## src/rtl/rrt_pkg.sv

```systemverilog
// ----------------------------------------------------------------------------
// rrt_pkg
// Shared types and codes for the received range tracker: item modes, result
// status codes, and the command and status bundles between control and data.
// ----------------------------------------------------------------------------
package rrt_pkg;

    localparam int SEQ_W   = 32;
    localparam int MODE_W  = 2;
    localparam int INDEX_W = 4;
    localparam int STAT_W  = 2;
    localparam int SEG_W   = 5;

    typedef enum logic [MODE_W-1:0] {
        MODE_UPDATE = 2'd0,
        MODE_CLOSE  = 2'd1,
        MODE_READ   = 2'd2,
        MODE_CLEAR  = 2'd3
    } mode_t;

    localparam logic [STAT_W-1:0] STATUS_OK    = 2'd0;
    localparam logic [STAT_W-1:0] STATUS_FULL  = 2'd1;
    localparam logic [STAT_W-1:0] STATUS_INDEX = 2'd2;

    typedef enum logic [1:0] {
        RD_FIRST = 2'd0,
        RD_NEXT  = 2'd1,
        RD_IDX   = 2'd2
    } rd_sel_t;

    typedef struct packed {
        logic              cap;
        logic              open_set;
        logic              open_extend;
        logic              open_drop;
        logic              clear_all;
        logic              ptr_clr;
        logic              ptr_inc;
        logic              rd_en;
        rd_sel_t           rd_sel;
        logic              wr_merge;
        logic              wr_append;
        logic              resp;
        logic [STAT_W-1:0] resp_status;
        logic              resp_read;
    } cmd_t;

    typedef struct packed {
        mode_t mode;
        logic  open_valid;
        logic  touch;
        logic  count_zero;
        logic  full;
        logic  idx_ok;
        logic  hit;
        logic  last;
    } sts_t;

endpackage

```

## src/rtl/rrt_ctrl.sv

```systemverilog
// ----------------------------------------------------------------------------
// rrt_ctrl
// Controller: decodes each item, sequences the table walk on a close or on an
// update that starts a new range, and issues the single response of the item.
// ----------------------------------------------------------------------------
module rrt_ctrl
    import rrt_pkg::*;
(
    input  logic clk,
    input  logic rst_n,
    input  logic start,
    output logic busy,
    input  sts_t sts,
    output cmd_t cmd
);

    typedef enum logic [4:0] {
        S_IDLE   = 5'b00001,
        S_DECODE = 5'b00010,
        S_READ   = 5'b00100,
        S_WALK   = 5'b01000,
        S_TAIL   = 5'b10000
    } state_t;

    state_t state_reg;
    state_t state_next;

    assign busy = (state_reg != S_IDLE);

    always_ff @(posedge clk or negedge rst_n)
    begin
        if (!rst_n)
        begin
            state_reg <= S_IDLE;
        end
        else
        begin
            state_reg <= state_next;
        end
    end

    always_comb
    begin
        cmd        = '0;
        cmd.rd_sel = RD_FIRST;
        state_next = state_reg;
        unique case (state_reg)
            S_IDLE:
            begin
                if (start)
                begin
                    cmd.cap    = 1'b1;
                    state_next = S_DECODE;
                end
            end
            S_DECODE:
            begin
                unique case (sts.mode)
                    MODE_UPDATE, MODE_CLOSE:
                    begin
                        if (!sts.open_valid)
                        begin
                            // update opens a new range; close has nothing to do
                            cmd.open_set = (sts.mode == MODE_UPDATE);
                            cmd.resp     = 1'b1;
                            state_next   = S_IDLE;
                        end
                        else if (sts.mode == MODE_UPDATE && sts.touch)
                        begin
                            cmd.open_extend = 1'b1;
                            cmd.resp        = 1'b1;
                            state_next      = S_IDLE;
                        end
                        else if (sts.count_zero)
                        begin
                            state_next = S_TAIL;
                        end
                        else
                        begin
                            cmd.ptr_clr = 1'b1;
                            cmd.rd_en   = 1'b1;
                            cmd.rd_sel  = RD_FIRST;
                            state_next  = S_WALK;
                        end
                    end
                    MODE_READ:
                    begin
                        if (sts.idx_ok)
                        begin
                            cmd.rd_en  = 1'b1;
                            cmd.rd_sel = RD_IDX;
                            state_next = S_READ;
                        end
                        else
                        begin
                            cmd.resp        = 1'b1;
                            cmd.resp_status = STATUS_INDEX;
                            state_next      = S_IDLE;
                        end
                    end
                    MODE_CLEAR:
                    begin
                        cmd.clear_all = 1'b1;
                        cmd.resp      = 1'b1;
                        state_next    = S_IDLE;
                    end
                    default:
                    begin
                        state_next = S_IDLE;
                    end
                endcase
            end
            S_READ:
            begin
                cmd.resp      = 1'b1;
                cmd.resp_read = 1'b1;
                state_next    = S_IDLE;
            end
            S_WALK:
            begin
                if (sts.hit)
                begin
                    cmd.wr_merge  = 1'b1;
                    cmd.open_set  = (sts.mode == MODE_UPDATE);
                    cmd.open_drop = (sts.mode != MODE_UPDATE);
                    cmd.resp      = 1'b1;
                    state_next    = S_IDLE;
                end
                else if (sts.last)
                begin
                    state_next = S_TAIL;
                end
                else
                begin
                    // advance to the next entry while this one is compared
                    cmd.ptr_inc = 1'b1;
                    cmd.rd_en   = 1'b1;
                    cmd.rd_sel  = RD_NEXT;
                end
            end
            S_TAIL:
            begin
                cmd.wr_append   = !sts.full;
                cmd.resp_status = sts.full ? STATUS_FULL : STATUS_OK;
                cmd.open_set    = (sts.mode == MODE_UPDATE);
                cmd.open_drop   = (sts.mode != MODE_UPDATE);
                cmd.resp        = 1'b1;
                state_next      = S_IDLE;
            end
            default:
            begin
                state_next = S_IDLE;
            end
        endcase
    end

endmodule

```

## src/rtl/rrt_datapath.sv

```systemverilog
// ----------------------------------------------------------------------------
// rrt_datapath
// Datapath: open range registers, closed range table memory, walk pointer,
// merge compare and the registered result.
// ----------------------------------------------------------------------------
module rrt_datapath
    import rrt_pkg::*;
#(
    parameter int MAX_RANGES = 16
)
(
    input  logic               clk,
    input  logic               rst_n,
    input  logic [MODE_W-1:0]  mode,
    input  logic [SEQ_W-1:0]   range_start,
    input  logic [SEQ_W-1:0]   range_end,
    input  logic [INDEX_W-1:0] entry_index,
    input  cmd_t               cmd,
    output sts_t               sts,
    output logic               done,
    output logic [STAT_W-1:0]  status,
    output logic [SEG_W-1:0]   segment_count,
    output logic [SEQ_W-1:0]   read_start,
    output logic [SEQ_W-1:0]   read_end
);

    localparam int CNT_W = $clog2(MAX_RANGES + 1);
    localparam int IDX_W = (MAX_RANGES > 1) ? $clog2(MAX_RANGES) : 1;
    localparam int CMP_W = (CNT_W > INDEX_W) ? CNT_W : INDEX_W;
    localparam int EXT_W = (CNT_W > SEG_W) ? CNT_W : SEG_W;

    // captured item
    mode_t              mode_reg;
    logic [SEQ_W-1:0]   rs_reg;
    logic [SEQ_W-1:0]   re_reg;
    logic [INDEX_W-1:0] idx_reg;

    logic               open_valid_reg;
    logic [SEQ_W-1:0]   open_start_reg;
    logic [SEQ_W-1:0]   open_end_reg;
    logic [CNT_W-1:0]   count_reg;
    logic [CNT_W-1:0]   count_next;
    logic [CNT_W-1:0]   ptr_reg;
    logic [CNT_W-1:0]   ptr_plus;

    logic [2*SEQ_W-1:0] mem [MAX_RANGES];
    logic [2*SEQ_W-1:0] rdata_reg;
    logic [IDX_W-1:0]   rd_addr;
    logic [IDX_W-1:0]   wr_addr;
    logic [2*SEQ_W-1:0] wr_data;
    logic               wr_en;

    logic [SEQ_W-1:0]   ent_start;
    logic [SEQ_W-1:0]   ent_end;
    logic               hit_inside;
    logic               hit_cover;
    logic [CMP_W-1:0]   idx_ext;
    logic [EXT_W-1:0]   count_ext;

    logic               done_reg;
    logic [STAT_W-1:0]  status_reg;
    logic [SEG_W-1:0]   seg_reg;
    logic [SEQ_W-1:0]   rd_start_reg;
    logic [SEQ_W-1:0]   rd_end_reg;

    assign ptr_plus  = ptr_reg + CNT_W'(1);
    assign ent_start = rdata_reg[2*SEQ_W-1:SEQ_W];
    assign ent_end   = rdata_reg[SEQ_W-1:0];
    assign idx_ext   = CMP_W'(idx_reg);

    // start inside the entry, or the range reaching over the entry start
    assign hit_inside = (open_start_reg >= ent_start) && (open_start_reg <= ent_end);
    assign hit_cover  = (open_start_reg <= ent_start) && (open_end_reg >= ent_start);

    always_comb
    begin
        sts.mode       = mode_reg;
        sts.open_valid = open_valid_reg;
        sts.touch      = ({1'b0, open_end_reg} + 33'd1) >= {1'b0, rs_reg};
        sts.count_zero = (count_reg == '0);
        sts.full       = (count_reg == CNT_W'(MAX_RANGES));
        sts.idx_ok     = idx_ext < CMP_W'(count_reg);
        sts.hit        = hit_inside || hit_cover;
        sts.last       = (ptr_plus >= count_reg);
    end

    always_comb
    begin
        case (cmd.rd_sel)
            RD_NEXT: rd_addr = ptr_plus[IDX_W-1:0];
            RD_IDX:  rd_addr = idx_ext[IDX_W-1:0];
            default: rd_addr = '0;
        endcase
    end

    always_comb
    begin
        wr_en = cmd.wr_merge || cmd.wr_append;
        if (cmd.wr_merge)
        begin
            wr_addr = ptr_reg[IDX_W-1:0];
            wr_data = {(hit_inside ? ent_start : open_start_reg),
                       ((open_end_reg > ent_end) ? open_end_reg : ent_end)};
        end
        else
        begin
            wr_addr = count_reg[IDX_W-1:0];
            wr_data = {open_start_reg, open_end_reg};
        end
    end

    always_comb
    begin
        count_next = count_reg;
        if (cmd.clear_all)
        begin
            count_next = '0;
        end
        else if (cmd.wr_append)
        begin
            count_next = count_reg + CNT_W'(1);
        end
    end

    assign count_ext = EXT_W'(count_next);

    always_ff @(posedge clk)
    begin
        if (wr_en)
        begin
            mem[wr_addr] <= wr_data;
        end
        if (cmd.rd_en)
        begin
            rdata_reg <= mem[rd_addr];
        end
    end

    always_ff @(posedge clk)
    begin
        if (cmd.cap)
        begin
            mode_reg <= mode_t'(mode);
            rs_reg   <= range_start;
            re_reg   <= range_end;
            idx_reg  <= entry_index;
        end
        if (cmd.resp)
        begin
            status_reg   <= cmd.resp_status;
            seg_reg      <= count_ext[SEG_W-1:0];
            rd_start_reg <= cmd.resp_read ? ent_start : '0;
            rd_end_reg   <= cmd.resp_read ? ent_end : '0;
        end
    end

    always_ff @(posedge clk or negedge rst_n)
    begin
        if (!rst_n)
        begin
            open_valid_reg <= 1'b0;
            open_start_reg <= '0;
            open_end_reg   <= '0;
            count_reg      <= '0;
            ptr_reg        <= '0;
            done_reg       <= 1'b0;
        end
        else
        begin
            done_reg  <= cmd.resp;
            count_reg <= count_next;
            if (cmd.ptr_clr)
            begin
                ptr_reg <= '0;
            end
            else if (cmd.ptr_inc)
            begin
                ptr_reg <= ptr_plus;
            end
            if (cmd.clear_all)
            begin
                open_valid_reg <= 1'b0;
                open_start_reg <= '0;
                open_end_reg   <= '0;
            end
            else if (cmd.open_set)
            begin
                open_valid_reg <= 1'b1;
                open_start_reg <= rs_reg;
                open_end_reg   <= re_reg;
            end
            else if (cmd.open_drop)
            begin
                open_valid_reg <= 1'b0;
            end
            else if (cmd.open_extend && (re_reg > open_end_reg))
            begin
                open_end_reg <= re_reg;
            end
        end
    end

    assign done          = done_reg;
    assign status        = status_reg;
    assign segment_count = seg_reg;
    assign read_start    = rd_start_reg;
    assign read_end      = rd_end_reg;

endmodule

```

## src/rtl/received_range_tracker_unit.sv

```systemverilog
// ----------------------------------------------------------------------------
// received_range_tracker_unit
// Tracks received sequence ranges: one open range plus a table of closed,
// coalesced ranges that can be read back by index.
//
//   channel   handshake          payload
//   command   start / busy       mode, range_start, range_end, entry_index
//   result    done (1 cycle)     status, segment_count, read_start, read_end
//
// A transfer is taken when start is high and busy is low; its result follows
// as a one-cycle done pulse. An update that opens or extends the open range,
// a clear, a close with no open range and a read past the count give their
// result from the decode state, and a read of a held entry from the read state
// once the table memory has been read. An update that starts a new range and
// a close of the open range walk the table memory one entry per cycle until
// the first overlap, else go to the tail state to append. Busy drops with the
// last cycle of an item, so the next transfer can be taken at the edge that
// takes the result. Reset empties the table and the open range at once; no
// clearing pass. The result side cannot stall.
// ----------------------------------------------------------------------------
module received_range_tracker_unit
    import rrt_pkg::*;
#(
    parameter int MAX_RANGES = 16
)
(
    input  logic               clk,
    input  logic               rst_n,
    input  logic               start,
    output logic               busy,
    input  logic [MODE_W-1:0]  mode,
    input  logic [SEQ_W-1:0]   range_start,
    input  logic [SEQ_W-1:0]   range_end,
    input  logic [INDEX_W-1:0] entry_index,
    output logic               done,
    output logic [STAT_W-1:0]  status,
    output logic [SEG_W-1:0]   segment_count,
    output logic [SEQ_W-1:0]   read_start,
    output logic [SEQ_W-1:0]   read_end
);

    cmd_t cmd;
    sts_t sts;

    rrt_ctrl u_ctrl (
        .clk   (clk),
        .rst_n (rst_n),
        .start (start),
        .busy  (busy),
        .sts   (sts),
        .cmd   (cmd)
    );

    rrt_datapath #(
        .MAX_RANGES (MAX_RANGES)
    ) u_datapath (
        .clk           (clk),
        .rst_n         (rst_n),
        .mode          (mode),
        .range_start   (range_start),
        .range_end     (range_end),
        .entry_index   (entry_index),
        .cmd           (cmd),
        .sts           (sts),
        .done          (done),
        .status        (status),
        .segment_count (segment_count),
        .read_start    (read_start),
        .read_end      (read_end)
    );

endmodule

```

## config.mk

```make
export PLATFORM = sky130hd
export DESIGN_NAME = received_range_tracker_unit
export DESIGN_NICKNAME = d
export VERILOG_FILES = /design/src/rtl/rrt_pkg.sv /design/src/rtl/rrt_ctrl.sv /design/src/rtl/rrt_datapath.sv /design/src/rtl/received_range_tracker_unit.sv
export SDC_FILE = /design/constraint.sdc
export NUM_CORES = 2
export LEC_CHECK = 0
export BUFFER_PORTS_ARGS = -buffer_cell sky130_fd_sc_hd__buf_2
export CAP_MARGIN = 25
export CORE_MARGIN = 8
export CORE_UTILIZATION = 30
export CTS_CLUSTER_SIZE = 30
export DETAILED_ROUTE_END_ITERATION = 7
export RECOVER_POWER = 50
export SYNTH_ARGS = -nofsm -noshare
export SYNTH_HDL_FRONTEND = slang
export SYNTH_SLANG_ARGS = --single-unit
```

## constraint.sdc

```tcl
create_clock -name clk -period 11.95 [get_ports clk]
set_input_delay 0.5975 -clock clk [delete_from_list [all_inputs] [get_ports clk]]
set_output_delay 0.5975 -clock clk [all_outputs]
set_load 0.05 [all_outputs]
```

==> After elaboration in Yosys (flattened, before gate mapping) <==
Memory sizes are Yosys's and may differ from the RTL's. A register that Yosys moved wholly into a read port is not among the register bits.
Cells that the tools add are included.
{ "totals": {"register_bits": 222, "ram_bits": 1024, "inputBits": 73, "output_inout_bits": 73, "elab_cells": 127, "memories": 1} }
{ "mem_list": {"columns": ["name", "depth", "word_bits", "read_ports", "rd_clocked_by_memory_dff", "wr", "line_no", "rtl"], "rows": [
  ["u_datapath.mem", 16, 64, 1, 1, 1, "rrt_datapath.sv:46", "logic [2*SEQ_W-1:0] mem [MAX_RANGES];"]
]} }
{ "classes": {"add_sub_neg": 3, "order_cmp": 9, "eq_ne": 15, "n_mux": 66, "reduce_logical": 18} }
{ "op_table": {"columns": ["op", "n"], "rows": [
  ["$mux 32", 8],
  ["$ge 32x32->1", 2],
  ["$gt 32x32->1", 2],
  ["$le 32x32->1", 2],
  ["$mux 64", 1],
  ["$mux 5", 10],
  ["$add 32x1->33 const B", 1],
  ["$ge 33x32->1", 1],
  ["$pmux 5 s3", 2],
  ["$mux 1", 25],
  ["$mux 3", 6],
  ["$mux 4", 3],
  ["$pmux 3 s2", 2],
  ["$add 5x1->5 const B", 2],
  ["$eq 5x5->1 const B", 2],
  ["$pmux 1 s3", 3],
  ["$pmux 4 s2", 1],
  ["$eq 2x2->1 const B", 3],
  ["$mux 2", 3],
  ["$reduce_bool 2->1", 3],
  ["$reduce_bool 3->1", 2],
  ["$eq 5x1->1 const B", 1],
  ["$eq 5x2->1 const B", 1],
  ["$eq 5x3->1 const B", 1],
  ["17 further kinds", 24]
]} }

==> Longest topological paths before layout <==
{ "logic_depth": {"word_depth": 12, "depth_mapped": 20, "ltp_nobuf": 17} }

==> Cells and area by module <==
From an unflattened synthesis, not the netlist that was laid out.
{ "unflattened": {"cells_unflattened": 4526, "area_unflattened_um2": 57368.8} }
{ "modules_own_cells": {"columns": ["mod", "instances", "cells_each", "area_each_um2", "seq_area_each_um2"], "rows": [
  ["rrt_datapath", 1, 4462, 56864.5, 38807.2],
  ["rrt_ctrl", 1, 64, 504.2, 126.4]
]} }

==> Least setup slack after synthesis <==
OpenSTA, ideal clock, no wires.
{ "synth_timing": {"path_type": "flip-flop to flip-flop", "startpoint": "reg u_datapath.rdata_reg[46], read port of u_datapath.mem", "endpoint": "mem u_datapath.mem[10][0] (netlist bit), enable pin", "setup_time_ps": 507, "t_arrival_ps": 5455, "required_time_ps": 11443, "setup_slack_ps": 5987, "stages_incl_launch_ff": 12, "n_path_buf": 1, "period_less_slack_ps": 5963, "path_cell_list": "edfxtp_1 -> inv_1 -> ha_1 -> a21oi_1 -> nand2_1 -> a221o_1 -> o31ai_2 -> nand4_1 -> a22oi_1 -> buf_2 -> o211ai_1 -> a21oi_1"} }
{ "synth_between": {"elab_chain_cells": 8, "word_cells_on_any_way": 12, "cone_classes": "order compare (3); mux (5); reduce/logical (4)"} }
{ "synth_lines": {"columns": ["item", "line_no", "rtl"], "rows": [
  ["start, declared", "rrt_datapath.sv:47", "logic [2*SEQ_W-1:0] rdata_reg;"],
  ["$ge 32x32->1 (tied with other cells)", "rrt_datapath.sv:72", "assign hit_inside = (open_start_reg >= ent_start) && (open_start_reg <= ent_end);"],
  ["$logic_and 1x1->1, on equally long branches", "rrt_datapath.sv:72, rrt_datapath.sv:73", null],
  ["$logic_or 1x1->1 *", "rrt_datapath.sv:83", "sts.hit = hit_inside || hit_cover;"],
  ["$mux 1 *", "rrt_ctrl.sv:121", "if (sts.hit)"],
  ["$mux 1 *", "rrt_ctrl.sv:47", "unique case (state_reg)"],
  ["$logic_or 1x1->1", "rrt_datapath.sv:98", "wr_en = cmd.wr_merge || cmd.wr_append;"],
  ["$mux 1", "rrt_datapath.sv:129", "if (wr_en)"],
  ["$mux 1 (not written as such)", "rrt_datapath.sv:131", "mem[wr_addr] <= wr_data;"],
  ["end, declared", "rrt_datapath.sv:46", null]
]} }
Mark *: on every way between the ends. The rest lies on a longest branch, timed or not.

==> Worst setup path in the final report <==
{ "layout_timing": {"startpoint": "reg u_ctrl.state_reg[4]", "endpoint": "reg u_datapath.rdata_reg[12], read port of u_datapath.mem, data pin"} }
{ "layout_between": {"elab_chain_cells": 4, "word_cells_on_any_way": 6, "cone_classes": "eq/ne (4); mux (2)"} }
{ "layout_lines": {"columns": ["item", "line_no", "rtl"], "rows": [
  ["start, declared", "rrt_ctrl.sv:25", "state_t state_reg;"],
  ["start signal, assigned", "rrt_ctrl.sv:38", "state_reg <= state_next;"],
  ["$eq 5x4->1 or $eq 5x2->1 (tied branches)", "rrt_ctrl.sv:47", null],
  ["$pmux 3 s2 *", "rrt_ctrl.sv:47", null],
  ["$eq 2x2->1 or $eq 2x1->1 (tied branches)", "rrt_datapath.sv:89", "case (cmd.rd_sel)"],
  ["$pmux 4 s2", "rrt_datapath.sv:89", null]
]} }
Marks and branches as above.
A chain may end at the register's enable or synchronous reset.

==> impl_results.html <==
<table>
<tr><th>Metric</th><th>Value</th></tr>
<tr><th colspan="2">Drt</th></tr>
<tr><td>Number of remaining DRC errors</td><td>0</td></tr>
<tr><td>DR vias/cell</td><td>5.40</td></tr>
<tr><td>Initial detailed-routing violation count</td><td>4596</td></tr>
<tr><td>Via Count</td><td>39942</td></tr>
<tr><td>Routed length per instance</td><td>25.5 µm</td></tr>
<tr><td>DR pass1 iterations</td><td>6</td></tr>
<tr><td>Post-route antenna net violation count</td><td>0</td></tr>
<tr><td>Routed Wire Length</td><td>188 mm</td></tr>
<tr><th colspan="2">Worst setup path</th></tr>
<tr><td>Capture point of the worst path</td><td>u_datapath.rdata_reg[12]$_DFFE_PP_</td></tr>
<tr><td>Type of the worst setup path</td><td>register to register</td></tr>
<tr><td>Highest cell delay on the worst timing path</td><td>1.78 ns</td></tr>
<tr><td>Critical path's top delay family</td><td>buffers and inverters</td></tr>
<tr><td>CP dominant cell by count</td><td>sky130_fd_sc_hd__buf_4</td></tr>
<tr><td>Count of buffering cells on the critical path with inverters included</td><td>4</td></tr>
<tr><td>Critical Path Sink Type</td><td>register</td></tr>
<tr><td>Reg-to-reg setup timing slack</td><td>3.18 ns</td></tr>
<tr><td>Launch point of the critical path</td><td>u_ctrl.state_reg[4]$_DFFE_PN0P_</td></tr>
<tr><td>Slowest cell on the critical path</td><td>sky130_fd_sc_hd__clkbuf_1</td></tr>
<tr><td>Kind of start point of the critical path</td><td>register</td></tr>
<tr><td>Crit Path Max Fanout</td><td>77</td></tr>
<tr><td>Depth of the critical timing path with buffers and inverters included</td><td>14</td></tr>
<tr><td>Cells along the critical path</td><td>clkbuf_1, nor3_1, nand3b_1, a221oi_1, and2_1, ha_4, buf_4, nor2_4, buf_4, buf_4, and3_1, a311oi_1, a311oi_1, a31oi_1</td></tr>
<tr><td>Critical path arrival</td><td>9.21 ns</td></tr>
<tr><td>WP data required</td><td>12.40 ns</td></tr>
<tr><td>Worst R2R Start</td><td>u_ctrl.state_reg[4]$_DFFE_PN0P_</td></tr>
<tr><td>Reg-to-reg critical path endpoint</td><td>u_datapath.rdata_reg[12]$_DFFE_PP_</td></tr>
<tr><td>Worst R2R Path Depth</td><td>14</td></tr>
<tr><th colspan="2">Clocking</th></tr>
<tr><td>Clock input transition at the sequential cells of the worst setup and hold paths</td><td>0.06 ns</td></tr>
<tr><td>Root cell of the clock tree</td><td>sky130_fd_sc_hd__clkbuf_16</td></tr>
<tr><td>Buffer count from post-CTS setup fixing</td><td>0</td></tr>
<tr><td>TritonCTS clock tree</td><td>built</td></tr>
<tr><td>Clock insertion delay at the later pin of the skew report</td><td>0.78 ns</td></tr>
<tr><td>PostCTS Resize Cnt</td><td>0</td></tr>
<tr><td>Total CTS buffers</td><td>132</td></tr>
<tr><td>Hold-fix buffers, CTS</td><td>66</td></tr>
<tr><td>Maximum level of the CTS H-tree</td><td>4</td></tr>
<tr><td>Longest Clk Path Bufs</td><td>3</td></tr>
<tr><td>Clk sinks</td><td>1310</td></tr>
<tr><th colspan="2">Die</th></tr>
<tr><td>Die height</td><td>452 µm</td></tr>
<tr><td>Die boundary width</td><td>452 µm</td></tr>
<tr><td>Die outline area</td><td>0.204 mm²</td></tr>
<tr><td>Floorplan row count</td><td>160</td></tr>
<tr><td>Core ar.</td><td>0.189 mm²</td></tr>
<tr><td>Starting utilization of the core area</td><td>0.301</td></tr>
<tr><td>Number of I/O pins</td><td>146</td></tr>
<tr><th colspan="2">Finish</th></tr>
<tr><td>Flip-flop count of the largest register after layout</td><td>1024</td></tr>
<tr><td>Cell Count, Final, Fillers Out</td><td>7393</td></tr>
<tr><td>Filler instances</td><td>18577</td></tr>
<tr><td>Area of the multi-input gates</td><td>0.0165 mm²</td></tr>
<tr><td>Post-route cell area</td><td>0.0656 mm²</td></tr>
<tr><td>Fraction of layout cells with a size suffix above 1</td><td>0.0738</td></tr>
<tr><td>Total area of sequential cells</td><td>0.0389 mm²</td></tr>
<tr><td>Area growth from synthesis to final layout</td><td>15.2%</td></tr>
<tr><td>Layout Nets</td><td>5059</td></tr>
<tr><th colspan="2">STA</th></tr>
<tr><td>Crit share post-route</td><td>0.734</td></tr>
<tr><td>Final count of negative-setup-slack endpoints</td><td>0</td></tr>
<tr><td>Worst Setup Slack, final</td><td>3.18 ns</td></tr>
<tr><td>Transition at the pin with the smallest max-transition slack</td><td>3.56 ns</td></tr>
<tr><td>Slew HR</td><td>-1.37</td></tr>
<tr><td>Setup TNS</td><td>0 ns</td></tr>
<tr><td>Clock Skew</td><td>0.0342 ns</td></tr>
<tr><td>Pins over their slew limit</td><td>346</td></tr>
<tr><td>Timing-limited maximum frequency</td><td>114 MHz</td></tr>
<tr><td>Final Hold Vio Count</td><td>0</td></tr>
<tr><td>Final critical path time including I/O delays and setup</td><td>8.77 ns</td></tr>
<tr><td>Setup repair after global routing missed its margin</td><td>no</td></tr>
<tr><th colspan="2">Yosys</th></tr>
<tr><td>Count of mapped cells out of synthesis</td><td>4563</td></tr>
<tr><td>Share of synthesized area occupied by flip-flops and latches</td><td>0.684</td></tr>
<tr><td>Post-synthesis average cell area</td><td>12.5 µm²</td></tr>
<tr><td>Fraction of the mapped netlist area in adder cells</td><td>0.0453</td></tr>
<tr><td>Most common library cells after synthesis</td><td>sky130_fd_sc_hd__edfxtp_1 (1229), sky130_fd_sc_hd__nand2_1 (734), sky130_fd_sc_hd__nand3_1 (351), sky130_fd_sc_hd__o21ai_0 (317), sky130_fd_sc_hd__clkbuf_1 (257)</td></tr>
<tr><td>Multiplexer share of the synthesized area</td><td>0.0179</td></tr>
<tr><td>Number of synthesized flops with an enable pin</td><td>1229</td></tr>
<tr><td>Area contributors post-synth</td><td>sky130_fd_sc_hd__edfxtp_1 (65%), sky130_fd_sc_hd__nand2_1 (4.8%), sky130_fd_sc_hd__ha_1 (4.5%)</td></tr>
<tr><td>Post-synthesis simple-gate area fraction</td><td>0.141</td></tr>
<tr><td>Share of synthesized registers carrying an async set or reset</td><td>0.0618</td></tr>
<tr><td>Fraction of the mapped netlist area in compound gates</td><td>0.0768</td></tr>
<tr><td>Netlist area before placement</td><td>0.0569 mm²</td></tr>
<tr><td>Dominant combinational cell family by area after synthesis</td><td>simple AND/OR/NAND/NOR gates</td></tr>
<tr><td>Synthesized netlist net count</td><td>4842</td></tr>
<tr><td>Cell taking the most area after synthesis</td><td>sky130_fd_sc_hd__edfxtp_1</td></tr>
<tr><td>Area share of the leading cell type in the synthesized netlist</td><td>0.648</td></tr>
<tr><td>Most used standard cell by instance count after synthesis</td><td>sky130_fd_sc_hd__edfxtp_1</td></tr>
<tr><td>Number of synthesized register bits</td><td>1310</td></tr>
<tr><td>Xor-xnor portion of the synthesized cell area</td><td>0.00554</td></tr>
<tr><td>Yosys warnings</td><td>0</td></tr>
<tr><td>Top FF cell, synth</td><td>sky130_fd_sc_hd__edfxtp_1</td></tr>
<tr><td>Count of unique library cells instantiated by Yosys</td><td>71</td></tr>
<tr><th colspan="2">Global routing</th></tr>
<tr><td>Gr ovfl total</td><td>0</td></tr>
<tr><td>Wire length of the first global-routing pass</td><td>271 mm</td></tr>
<tr><td>Largest net degree at the start of global routing</td><td>157</td></tr>
<tr><td>Total GRT Usage</td><td>0.177</td></tr>
<tr><td>Antenna violations before repair</td><td>5</td></tr>
<tr><td>Number of global-route vias before repair</td><td>37987</td></tr>
<tr><th colspan="2">Power</th></tr>
<tr><td>Cell area power density</td><td>177 mW/mm²</td></tr>
<tr><td>Highest ir drop seen on vdd</td><td>0.172 mV</td></tr>
<tr><td>Total leakage power</td><td>0.0232 µW</td></tr>
<tr><th colspan="2">Placed design</th></tr>
<tr><td>Number of cells after detailed placement</td><td>7088</td></tr>
<tr><td>Dpl cell area</td><td>0.0613 mm²</td></tr>
<tr><td>Total half-perimeter wirelength after legalization and detailed placement</td><td>111 mm</td></tr>
<tr><td>Final weighted congestion in routability-driven placement</td><td>0.974</td></tr>
<tr><td>Worst setup slack after placement</td><td>4.44 ns</td></tr>
<tr><td>Port Buf Inserts</td><td>145</td></tr>
<tr><th colspan="2">Job</th></tr>
<tr><td>Max cap viols</td><td>12</td></tr>
<tr><th colspan="2">Worst hold path</th></tr>
<tr><td>Cell depth of the worst min-delay path</td><td>3</td></tr>
<tr><td>Worst Hold Class</td><td>primary input to register</td></tr>
<tr><th colspan="2">Run status</th></tr>
<tr><td>Violated checks</td><td>max-capacitance violations, max-slew violations</td></tr>
<tr><td>Run status</td><td>finished with violations</td></tr>
</table>
[power breakdown]
group	switching [µW]	total, µW	internal (µW)
Clock	1780	4070	2290
Combinational	1240	1680	444
Sequential	268	5860	5590
[layer usage]
metal / part of all wire / wire [µm] / track usage
met1: 0.40 / 75800 / 0.232
met2: 0.46 / 86500 / 0.281
met3: 0.082 / 15400 / 0.0311
met4: 0.056 / 10500 / 0.0909
met5: 0.00016 / 30 / 0
[metrics by stage]
stage	util	total power, µW	hold slack (ns)
after floorplan	-	6810	0.302
after global placement	0.322	7560	0.523
after detailed placement	0.323	7620	0.527
after CTS	0.349	11700	0.00846
after global routing	0.346	12000	0.0702
final	0.346	11600	0.0873
[worst min path at each step]
stage | start | end
finish | start | u_ctrl.state_reg[1]$_DFFE_PN0P_
global route | range_end[10] | u_datapath.re_reg[10]$_DFFE_PP_
CTS | range_end[10] | u_datapath.re_reg[10]$_DFFE_PP_
detailed placement | u_datapath.rs_reg[1]$_DFFE_PP_ | u_datapath.open_start_reg[1]$_DFFE_PN0P_
global placement | u_datapath.rs_reg[3]$_DFFE_PP_ | u_datapath.open_start_reg[3]$_DFFE_PN0P_
floorplan | rst_n | u_ctrl.state_reg[1]$_DFFE_PN0P_
[worst reg2reg max path: stages, from the launching register on]
cell and delay (ns):
sky130_fd_sc_hd__dfrtp_1 1.26, sky130_fd_sc_hd__clkbuf_1 1.78, sky130_fd_sc_hd__nor3_1 0.25, sky130_fd_sc_hd__nand3b_1 0.57, sky130_fd_sc_hd__a221oi_1 0.29, sky130_fd_sc_hd__and2_1 0.30, sky130_fd_sc_hd__ha_4 0.44, sky130_fd_sc_hd__buf_4 0.45
sky130_fd_sc_hd__nor2_4 0.52, sky130_fd_sc_hd__buf_4 0.75, sky130_fd_sc_hd__buf_4 0.89, sky130_fd_sc_hd__and3_1 0.34, sky130_fd_sc_hd__a311oi_1 0.06, sky130_fd_sc_hd__a311oi_1 0.37, sky130_fd_sc_hd__a31oi_1 0.16
[logic make-up after synthesis]
group	after synthesis
and+or+nand+nor	1776
DFF	1310
AOI/OAI and AO/OA	704
buffers and inverters	432
adders and majority gates	206
muxes	99
xor gates and xnor gates	36
[layout make-up]
| type | count | area share |
|---|---|---|
| Inverter | 144 | 0.00824 |
| Clock inverter | 68 | 0.00956 |
| Sequential cell | 1310 | 0.594 |
| Antenna cell | 2 | 0.0000763 |
| Multi-Input combinational cell | 2821 | 0.252 |
| Clock buffer | 166 | 0.0542 |
| Tap cell | 2511 | 0.0479 |
| Timing Repair Buffer | 371 | 0.0348 |
[layout by cell type, fill, tap and decap left out, types with 19 or more instances in the layout]
cell type / netlist / layout
sky130_fd_sc_hd__a21o_1: 20 / 19
sky130_fd_sc_hd__a21oi_1: 96 / 88
sky130_fd_sc_hd__a311oi_1: 126 / 126
sky130_fd_sc_hd__a31oi_1: 67 / 67
sky130_fd_sc_hd__and3_1: 70 / 70
sky130_fd_sc_hd__buf_2: 2 / 56
sky130_fd_sc_hd__buf_4: 6 / 76
sky130_fd_sc_hd__clkbuf_1: 257 / 190
sky130_fd_sc_hd__clkbuf_16: 0 / 136
sky130_fd_sc_hd__clkinv_1: 0 / 23
sky130_fd_sc_hd__dfrtp_1: 80 / 80
sky130_fd_sc_hd__dlygate4sd3_1: 0 / 66
sky130_fd_sc_hd__edfxtp_1: 1229 / 1229
sky130_fd_sc_hd__ha_1: 206 / 205
sky130_fd_sc_hd__inv_1: 144 / 144
sky130_fd_sc_hd__mux2i_1: 95 / 94
sky130_fd_sc_hd__nand2_1: 734 / 734
sky130_fd_sc_hd__nand3_1: 351 / 349
sky130_fd_sc_hd__nand4_1: 47 / 47
sky130_fd_sc_hd__nor2_1: 250 / 247
sky130_fd_sc_hd__nor3_1: 204 / 204
sky130_fd_sc_hd__nor4_1: 69 / 67
sky130_fd_sc_hd__o21ai_0: 317 / 317
sky130_fd_sc_hd__xnor2_1: 34 / 34
Note: power is estimated with default switching activity, not from simulation.
